[config.mk]
export PLATFORM = sky130hd
export DESIGN_NAME = one_wire_rom_search_engine_top
export DESIGN_NICKNAME = d
export VERILOG_FILES = /design/src/rtl/owrse_pkg.sv /design/src/rtl/owrse_core.sv /design/src/rtl/one_wire_rom_search_engine_top.sv
export SDC_FILE = /design/constraint.sdc
export NUM_CORES = 1
export LEC_CHECK = 0
export BUFFER_PORTS_ARGS = -buffer_cell sky130_fd_sc_hd__buf_2
export CORE_MARGIN = 2
export CORE_UTILIZATION = 40
export DETAILED_ROUTE_END_ITERATION = 8
export SLEW_MARGIN = 20
export SYNTH_ARGS = -nofsm -noshare
export SYNTH_HDL_FRONTEND = slang
export SYNTH_SLANG_ARGS = --single-unit
[constraint.sdc]
create_clock -name clk -period 6.3 [get_ports clk]
set_input_delay 0.315 -clock clk [delete_from_list [all_inputs] [get_ports clk]]
set_output_delay 0.315 -clock clk [all_outputs]
set_load 0.02 [all_outputs]
[src/rtl/owrse_pkg.sv]
// ----------------------------------------------------------------------------
// owrse_pkg - shared types and constants for the 1-Wire search ROM engine
// Item and result layouts, command and status codes, reflected CRC-8 step.
// ----------------------------------------------------------------------------
package owrse_pkg;

  localparam int POS_W    = 7;
  localparam int ROM_W    = 64;
  localparam int CRC_W    = 8;
  localparam int STATUS_W = 3;

  localparam logic [CRC_W-1:0] CRC_POLY = 8'h8C;

  // command codes
  localparam logic CMD_START = 1'b0;
  localparam logic CMD_PAIR  = 1'b1;

  // status codes
  localparam logic [STATUS_W-1:0] ST_SEARCHING  = 3'd0;
  localparam logic [STATUS_W-1:0] ST_FOUND      = 3'd1;
  localparam logic [STATUS_W-1:0] ST_NO_DEVICE  = 3'd2;
  localparam logic [STATUS_W-1:0] ST_NO_RESP    = 3'd3;
  localparam logic [STATUS_W-1:0] ST_CRC_BAD    = 3'd4;
  localparam logic [STATUS_W-1:0] ST_UNEXPECTED = 3'd5;

  typedef struct packed {
    logic command;
    logic device_present;
    logic new_enumeration;
    logic id_bit;
    logic id_bit_complement;
  } item_t;

  typedef struct packed {
    logic                direction;
    logic                write_valid;
    logic                done_res;
    logic [STATUS_W-1:0] status;
    logic [ROM_W-1:0]    rom_code;
    logic [POS_W-1:0]    discrepancy_out;
  } result_t;

  // one step of the reflected CRC-8, data bit shifted in at the low end
  function automatic logic [CRC_W-1:0] crc_bit(logic [CRC_W-1:0] crc, logic b);
    logic fb;
    fb = crc[0] ^ b;
    crc_bit = {1'b0, crc[CRC_W-1:1]} ^ (fb ? CRC_POLY : {CRC_W{1'b0}});
  endfunction

endpackage

[src/rtl/owrse_core.sv]
// ----------------------------------------------------------------------------
// owrse_core - search state and per-beat decision logic
// Holds the search registers and works out the result of one item in a pass.
// ----------------------------------------------------------------------------
module owrse_core #(
  parameter int ROM_BITS = 64
) (
  input  logic              clk,
  input  logic              rst,
  input  logic              acc,
  input  owrse_pkg::item_t  item,
  output owrse_pkg::result_t res
);

  localparam logic [owrse_pkg::POS_W-1:0] LAST_POS = owrse_pkg::POS_W'(ROM_BITS);
  localparam logic [owrse_pkg::POS_W-1:0] CRC_END  = owrse_pkg::POS_W'(ROM_BITS - 8);
  localparam int SH_W = $clog2(owrse_pkg::ROM_W);

  logic [owrse_pkg::POS_W-1:0]    last_disc, last_disc_next;
  logic [owrse_pkg::POS_W-1:0]    last_zero, last_zero_next;
  logic [owrse_pkg::POS_W-1:0]    bit_pos, bit_pos_next;
  logic [owrse_pkg::ROM_W-1:0]    rom_shift, rom_shift_next;
  logic [owrse_pkg::CRC_W-1:0]    crc_acc, crc_acc_next;
  logic                           searching, searching_next;

  logic [owrse_pkg::POS_W-1:0]    bit_pos_m1;
  logic [SH_W-1:0]                sh;
  logic                           dir;
  logic                           wv;
  logic                           done;
  logic [owrse_pkg::STATUS_W-1:0] st;

  assign bit_pos_m1 = bit_pos - owrse_pkg::POS_W'(1);
  assign sh         = bit_pos_m1[SH_W-1:0];

  always_comb begin
    last_disc_next = last_disc;
    last_zero_next = last_zero;
    bit_pos_next   = bit_pos;
    rom_shift_next = rom_shift;
    crc_acc_next   = crc_acc;
    searching_next = searching;
    dir            = 1'b0;
    wv             = 1'b0;
    done           = 1'b0;
    st             = owrse_pkg::ST_SEARCHING;
    unique case (item.command)
      owrse_pkg::CMD_START: begin
        if (item.new_enumeration) begin
          last_disc_next = '0;
        end
        if (!item.device_present) begin
          last_disc_next = '0;
          searching_next = 1'b0;
          done           = 1'b1;
          st             = owrse_pkg::ST_NO_DEVICE;
        end else begin
          searching_next = 1'b1;
          bit_pos_next   = owrse_pkg::POS_W'(1);
          last_zero_next = '0;
          crc_acc_next   = '0;
        end
      end
      owrse_pkg::CMD_PAIR: begin
        if (!searching) begin
          st = owrse_pkg::ST_UNEXPECTED;
        end else if (item.id_bit && item.id_bit_complement) begin
          searching_next = 1'b0;
          done           = 1'b1;
          st             = owrse_pkg::ST_NO_RESP;
        end else begin
          if (!item.id_bit && !item.id_bit_complement) begin
            // discrepancy: follow old code below, 1 at, 0 above
            if (bit_pos < last_disc) begin
              dir = rom_shift[sh];
            end else begin
              dir = (bit_pos == last_disc);
            end
            if (!dir) begin
              last_zero_next = bit_pos;
            end
          end else begin
            dir = item.id_bit;
          end
          wv = 1'b1;
          rom_shift_next[sh] = dir;
          if (bit_pos <= CRC_END) begin
            crc_acc_next = owrse_pkg::crc_bit(crc_acc, dir);
          end
          if (bit_pos >= LAST_POS) begin
            last_disc_next = last_zero_next;
            searching_next = 1'b0;
            done           = 1'b1;
            st = (rom_shift_next[ROM_BITS-1 -: owrse_pkg::CRC_W] == crc_acc_next) ?
                 owrse_pkg::ST_FOUND : owrse_pkg::ST_CRC_BAD;
          end else begin
            bit_pos_next = bit_pos + owrse_pkg::POS_W'(1);
          end
        end
      end
    endcase
  end

  assign res.direction       = dir;
  assign res.write_valid     = wv;
  assign res.done_res        = done;
  assign res.status          = st;
  assign res.rom_code        = rom_shift_next;
  assign res.discrepancy_out = last_disc_next;

  always_ff @(posedge clk) begin
    if (rst) begin
      last_disc <= '0;
      last_zero <= '0;
      bit_pos   <= owrse_pkg::POS_W'(1);
      rom_shift <= '0;
      crc_acc   <= '0;
      searching <= 1'b0;
    end else if (acc) begin
      last_disc <= last_disc_next;
      last_zero <= last_zero_next;
      bit_pos   <= bit_pos_next;
      rom_shift <= rom_shift_next;
      crc_acc   <= crc_acc_next;
      searching <= searching_next;
    end
  end

  a_pos_range: assert property (@(posedge clk) disable iff (rst)
    (bit_pos != '0) && (bit_pos <= LAST_POS))
    else $error("bit position outside the code");

  a_disc_range: assert property (@(posedge clk) disable iff (rst)
    (last_disc <= LAST_POS) && (last_zero <= LAST_POS))
    else $error("discrepancy position outside the code");

  a_done_idle: assert property (@(posedge clk) disable iff (rst)
    (acc && res.done_res) |=> !searching)
    else $error("pass ended but search still running");

endmodule

[src/rtl/one_wire_rom_search_engine_top.sv]
// ----------------------------------------------------------------------------
// one_wire_rom_search_engine_top - 1-Wire search ROM decision engine
// Master-side search ROM algorithm with CRC-8 check of the found code.
// ----------------------------------------------------------------------------
// Usage:
//   Input channel (in_valid / in_stall): one beat per bus event. A start beat
//   (command 0) reports whether the reset saw a presence pulse and may ask
//   for a fresh enumeration; each pair beat (command 1) carries one id bit
//   and its complement read from the bus.
//   Output channel (out_valid / out_stall): exactly one result beat per input
//   beat, in order: the direction bit to write, the end-of-pass flag, status,
//   the ROM code assembled so far and the last discrepancy.
//   An accepted beat's result is registered in the output register, or in
//   the skid register while the receiver stalls. Throughput is one beat per
//   cycle unless the receiver stalls, set by the single decision stage.
//   Reset clears the search state (no pass running, bit position 1, code and
//   discrepancy zero) and empties the output side.
//   When the receiver stalls, the result holds in the output register and
//   one more beat is taken into a skid register; in_stall rises only once
//   that skid register is full.
// ----------------------------------------------------------------------------
module one_wire_rom_search_engine_top #(
  parameter int ROM_BITS = 64
) (
  input  logic                              clk,
  input  logic                              rst,
  input  logic                              in_valid,
  output logic                              in_stall,
  input  logic                              command,
  input  logic                              device_present,
  input  logic                              new_enumeration,
  input  logic                              id_bit,
  input  logic                              id_bit_complement,
  output logic                              out_valid,
  input  logic                              out_stall,
  output logic                              direction,
  output logic                              write_valid,
  output logic                              done_res,
  output logic [owrse_pkg::STATUS_W-1:0]    status,
  output logic [owrse_pkg::ROM_W-1:0]       rom_code,
  output logic [owrse_pkg::POS_W-1:0]       discrepancy_out
);

  owrse_pkg::item_t   item;
  owrse_pkg::result_t res;
  owrse_pkg::result_t out_reg;
  owrse_pkg::result_t skid_reg;
  logic               skid_valid;
  logic               in_acc;
  logic               out_fire;

  // gather the input beat
  assign item.command           = command;
  assign item.device_present    = device_present;
  assign item.new_enumeration   = new_enumeration;
  assign item.id_bit            = id_bit;
  assign item.id_bit_complement = id_bit_complement;

  // stall only once the skid register is occupied
  assign in_stall = skid_valid;
  assign in_acc   = in_valid && !skid_valid;
  assign out_fire = out_valid && !out_stall;

  owrse_core #(
    .ROM_BITS(ROM_BITS)
  ) u_core (
    .clk (clk),
    .rst (rst),
    .acc (in_acc),
    .item(item),
    .res (res)
  );

  // control: output register valid and skid valid
  always_ff @(posedge clk) begin
    if (rst) begin
      out_valid  <= 1'b0;
      skid_valid <= 1'b0;
    end else if (!out_valid || out_fire) begin
      // output slot is free: refill from skid first, else from the new beat
      out_valid  <= skid_valid || in_acc;
      skid_valid <= 1'b0;
    end else if (in_acc) begin
      // output held by the receiver: park the new beat
      skid_valid <= 1'b1;
    end
  end

  // payload: no reset needed
  always_ff @(posedge clk) begin
    if (!out_valid || out_fire) begin
      if (skid_valid) begin
        out_reg <= skid_reg;
      end else if (in_acc) begin
        out_reg <= res;
      end
    end else if (in_acc) begin
      skid_reg <= res;
    end
  end

  assign direction       = out_reg.direction;
  assign write_valid     = out_reg.write_valid;
  assign done_res        = out_reg.done_res;
  assign status          = out_reg.status;
  assign rom_code        = out_reg.rom_code;
  assign discrepancy_out = out_reg.discrepancy_out;

  a_skid_behind_out: assert property (@(posedge clk) disable iff (rst)
    skid_valid |-> out_valid)
    else $error("skid register full while output register empty");

  a_no_write_at_end: assert property (@(posedge clk) disable iff (rst)
    (out_valid && !done_res && (status != owrse_pkg::ST_SEARCHING)) |-> !write_valid)
    else $error("direction write flagged on an error result");

  a_hold_stalled: assert property (@(posedge clk) disable iff (rst)
    (out_valid && out_stall) |=> (out_valid && $stable(out_reg)))
    else $error("stalled result beat changed");

endmodule
After elaboration in Yosys (flattened, before gate mapping)
Index checks and enable logic that the tools add are counted.
{ "totals": {"regBits": 250, "out_inout_bits": 79, "wordCells": 122} }
{ "op_classes": {"addsub": 2, "magnitude_cmp": 5, "n_eq_ne": 6, "mux": 67, "n_bitwise": 4, "n_reduce_logical": 18} }
{ "ops": {"columns": ["operator", "n"], "rows": [
  ["two-way mux 64 bit", 3],
  ["two-way mux 77 bit", 2],
  ["two-way mux 7 bit", 14],
  ["bitwise mux 64 bit", 1],
  ["two-way mux 8 bit", 8],
  ["one-hot mux 7 bit (2 select lines)", 3],
  ["two-way mux 1 bit", 25],
  ["one-hot mux 8 bit (2 select lines)", 1],
  ["two-way mux 3 bit", 4],
  ["equality test 8 bit", 1],
  ["bitwise XOR 7 x 8 -> 8 bit", 1],
  ["adder 7 x 1 -> 7 bit, second input constant", 1],
  ["equality test 7 bit", 1],
  ["greater-or-equal comparator 7 bit, second input constant", 1],
  ["<= comparator 7 x 6 -> 1 bit, second input constant", 1],
  ["less-than comparator 6 x 7 -> 1 bit, second input constant", 1],
  ["less-than comparator 7 bit", 1],
  ["binary-select mux 1 bit (select 6 bit)", 1],
  ["demux 1 bit (select 6 bit)", 1],
  ["greater-or-equal comparator 6 x 1 -> 1 bit, second input constant", 1],
  ["inequality test 2 bit, second input constant", 3],
  ["one-hot mux 3 bit (2 select lines)", 1],
  ["subtractor 6 x 1 -> 6 bit, second input constant", 1],
  ["logical AND 1 bit", 5],
  ["12 further kinds", 20]
]} }

Depth between registers and ports, before layout
{ "logic_depth": {"word_depth": 27, "depth_mapped": 19} }

Cells and area by module
From an unflattened synthesis, not the netlist that was laid out.
{ "unflattened": {"cells_unflattened": 1005, "hier_area_um2": 11722.5} }
{ "modules_own_cells": {"columns": ["mod", "instances", "cells_each", "area_each_um2", "seq_area_each_um2"], "rows": [
  ["owrse_core", 1, 756, 6058.3, 1881.8],
  ["one_wire_rom_search_engine_top", 1, 249, 5664.2, 4664.5]
]} }

Worst setup path after synthesis
Ideal clock, no wire load.
{ "synth_path": {"path_kind": "reg-to-reg", "from": "register skid_valid (netlist: in_stall)", "to": "register out_reg (netlist bit direction), enable pin", "setup_ns": 0.538, "t_arrival_ns": 4.944, "setup_slack_ns": 0.819, "stages_incl_launch_ff": 5, "n_path_buf": 2, "path_cell_list": "dfxtp_1 > clkbuf_1 > clkbuf_1 > nor2_1 > a21oi_1"} }
{ "synth_via": {"elab_chain_cells": 4} }
{ "synth_rtl": {"columns": ["item", "line", "rtl"], "rows": [
  ["start, declared", "one_wire_rom_search_engine_top.sv:48", "logic skid_valid;"],
  ["start signal, assigned", "one_wire_rom_search_engine_top.sv:78", "skid_valid <= 1'b0;"],
  ["start signal, assigned", "one_wire_rom_search_engine_top.sv:82", "skid_valid <= 1'b0;"],
  ["start signal, assigned", "one_wire_rom_search_engine_top.sv:85", "skid_valid <= 1'b1;"],
  ["zero test 1 bit", "one_wire_rom_search_engine_top.sv:61", "assign in_acc = in_valid && !skid_valid;"],
  ["logical AND 1 bit", "one_wire_rom_search_engine_top.sv:61", null],
  ["nonzero test 2 bit (no source line) *", null, null],
  ["AND reduction 2 bit (no source line) *", null, null],
  ["end signal, assigned", "one_wire_rom_search_engine_top.sv:93", "out_reg <= skid_reg;"],
  ["end signal, assigned", "one_wire_rom_search_engine_top.sv:95", "out_reg <= res;"],
  ["end, declared", "one_wire_rom_search_engine_top.sv:46", "owrse_pkg::result_t out_reg;"]
]} }
Mark *: on every way between the ends. The rest lies on a longest branch, timed or not.
A chain may end at the register's enable or synchronous reset.

==> results by group <==
Clocking
  • CTS Hold Bufs: 0
  • Worst-skew pair later-pin latency: 540 ps
  • # resized after CTS: 0
  • CTS tree: done
  • Clock transition at path regs: 60 ps
  • CTS H-tree depth: 1
  • Num CTS Buffers: 27
  • CTS sink cnt: 250
  • Clock root buffer: clkbuf_16
  • # Post-CTS Setup Buffers: 0
  • Clk buf depth: 3

Final layout
  • Fin area: 13690 um^2
  • # diodes: 0
  • Largest register FFs: 77
  • Share of cells above drive strength 1: 21.28%
  • Area Overhead vs Synth: 13.56%
  • Most common cell after layout, fill and taps aside: nor2_1
  • Most frequent cells in the layout: nor2_1 (176), edfxtp_1 (154), dfxtp_1 (95)
  • Fin nets: 1216

STA
  • Setup-failing EPs final: 0
  • Worst Tran Pin Value: 1079 ps
  • Max Clock Skew: 14.05 ps
  • Max-Slew Margin vs Limit: 28.09%
  • Setup Total Neg Slack: 0 ps
  • RSZ-0062 raised after global routing: false
  • Fin crit period: 4972 ps
  • Achievable Freq: 201.1 MHz
  • Final worst-path cycle share: 78.92%
  • Slew Limit Fails: 0
  • Final hold violation count: 0

Synth
  • Top post-synthesis cells by area: edfxtp_1 (38%), dfxtp_1 (16%), mux2_2 (7.1%), nor2_1 (5.5%), o31ai_1 (4.0%)
  • Number of synthesized flops with an enable pin: 154
  • Async SR Flop Fraction: 0%
  • Seq/Total Area, Yosys: 54.30%
  • Synth unique cells: 74
  • Syn Area/Cell: 10.46 um^2
  • Syn_nets: 1172
  • Main flop type after synthesis: edfxtp_1
  • #FFs+latches synth: 250
  • Leading area contributor after synthesis: edfxtp_1
  • Cells after Synth: 1153
  • Mapped Area: 12060 um^2
  • Synth top area share: 38.36%
  • Yosys Warn Count: 0

Floorplanning
  • Die H: 177.6 um
  • DIE WIDTH: 177.6 um
  • # rows: 63
  • Initial Utilization: 40.67%
  • Core area: 29640 um^2
  • # IOs: 88
  • Die Area: 31540 um^2

Placement
  • Post-DP Area: 12770 um^2
  • Post-DP HPWL: 20030 um
  • Gpl congestion: 0.9231
  • PortBufs: 87

Worst hold path
  • Hold path depth: 3
  • Min-delay src: in_valid
  • Hold WC Path Type: input port to register

Detailed routing
  • Pre-antenna DRT Iters: 5
  • DRC: 0
  • Initial DRC count: 790
  • Via count: 9202
  • ANT nets after route: 0
  • Vias per Instance: 5.726
  • WL per Instance: 19.66 um
  • WL final: 31590 um

Setup path
  • CP delay by family, top: simple AND/OR/NAND/NOR gates
  • Worst reg-to-reg path cell count: 13
  • CP peak stage delay: 650 ps
  • Worst path bufs/invs: 3
  • CP Class: register to register
  • Critical path required time: 6700 ps
  • Worst r2r src: u_core.bit_pos[1]
  • CP Capture Type: register
  • Critical Path Slowest Stage Cell: ha_1
  • Critical path launch point: u_core.bit_pos[1]
  • CP max FO: 29
  • CP Launch Type: register
  • Worst EP arrival: 5370 ps
  • Critical path, cell by cell: inv_1 -> ha_1 -> ha_1 -> buf_4 -> mux4_2 -> nand2_1 -> and3_1 -> or4_4 -> o21ai_2 -> nand2_2 -> buf_4 -> o31ai_1 -> mux2_2
  • CP Depth: 13

Global route
  • Global-route wire length before repair: 49790 um
  • Total gr overflow: 0
  • Initial antenna violation count: 0
  • Vias in the first global route: 8573
  • Largest net degree at the start of global routing: 81
  • Total GRT Usage: 20.05%

Run status
  • Run status: finished clean

Power
  • Peak supply drop: 0.1759 mV
  • Leakage power: 5.016 nW
  • Power Density: 294.3 nW/um^2

Job
  • Number of max-cap violations: 0
## final timing paths
check        slack [ps]                  end
min                 150            out_valid
min reg2reg         470  u_core.last_zero[4]
max reg2reg        1330         rom_code[24]
max                1330         rom_code[24]
## kinds of logic (layout without fill, tap and decap cells)
kind of cell | Yosys count | count (layout) | share of synthesized area (%)
AND/OR/NAND/NOR | 418 | 418 | 16.11
buffers and inverters | 104 | 168 | 3.560
multiplexers | 103 | 103 | 9.984
AO/OA/AOI/OAI | 256 | 256 | 14.14
flip-flops | 250 | 250 | 54.30
adder cells (fa/ha/maj) | 10 | 10 | 1.038
XOR/XNOR | 12 | 12 | 0.8718
## routing by layer
metal	GRT usage, %	vias to the layer above	wire length, um
met5	0	-	0
li1	-	4362	-
met1	28.92	4490	14590
met4	6.113	0	815
met3	2.785	64	1857
met2	31.25	286	14330
## where the power goes
part | internal [mW] | leakage, nW | switching, mW | total, mW
combinational | 0.177 | 2.28 | 0.334 | 0.511
sequential | 1.83 | 2.29 | 0.0444 | 1.88
clock | 0.980 | 0.440 | 0.659 | 1.64
total | 2.99 | 5.02 | 1.04 | 4.03
## cell usage after synthesis (all sizes together), types with 5 or more instances
master	instances
nor3	75
nor2b	11
a21oi	30
nand3	32
nand2	61
xnor2	5
nand2b	11
xor2	7
nor4	6
a31oi	5
o21ai	88
o31ai	70
buf	35
edfxtp	154
mux4	6
mux2i	19
mux2	78
clkbuf	55
nor2	178
and3	5
or3	7
inv	14
nand4	8
o22ai	11
ha	10
a211oi	9
dfxtp	96
## area by class of cell
cell class | count | area, um^2
Inverter | 14 | 52.55
Sequential cell | 250 | 6550
Multi-Input combinational cell | 799 | 5111
Timing Repair Buffer | 105 | 574.3
Fill cell | 2806 | 15950
Clock buffer | 35 | 725.7
Tap cell | 390 | 488.0
Clock inverter | 14 | 188.9
## worst min-delay path, cell delays in order
cell and delay [ps]:
buf_2 110, nor2_1 80, a21oi_1 140
## stage by stage
step	util, %	setup slack (ps)	cells	power, mW	hold WS, ps
after floorplan	-	818.5	1153	2.280	447.2
after global placement	43.09	1508	1558	2.416	454.0
after detailed placement	43.09	1415	1558	2.424	458.9
after CTS	46.18	1363	1607	4.071	149.1
after global routing	46.19	908.5	1607	4.192	180.0
final	46.19	1328	1607	4.030	153.8
Power figures use the tool's default switching activity.
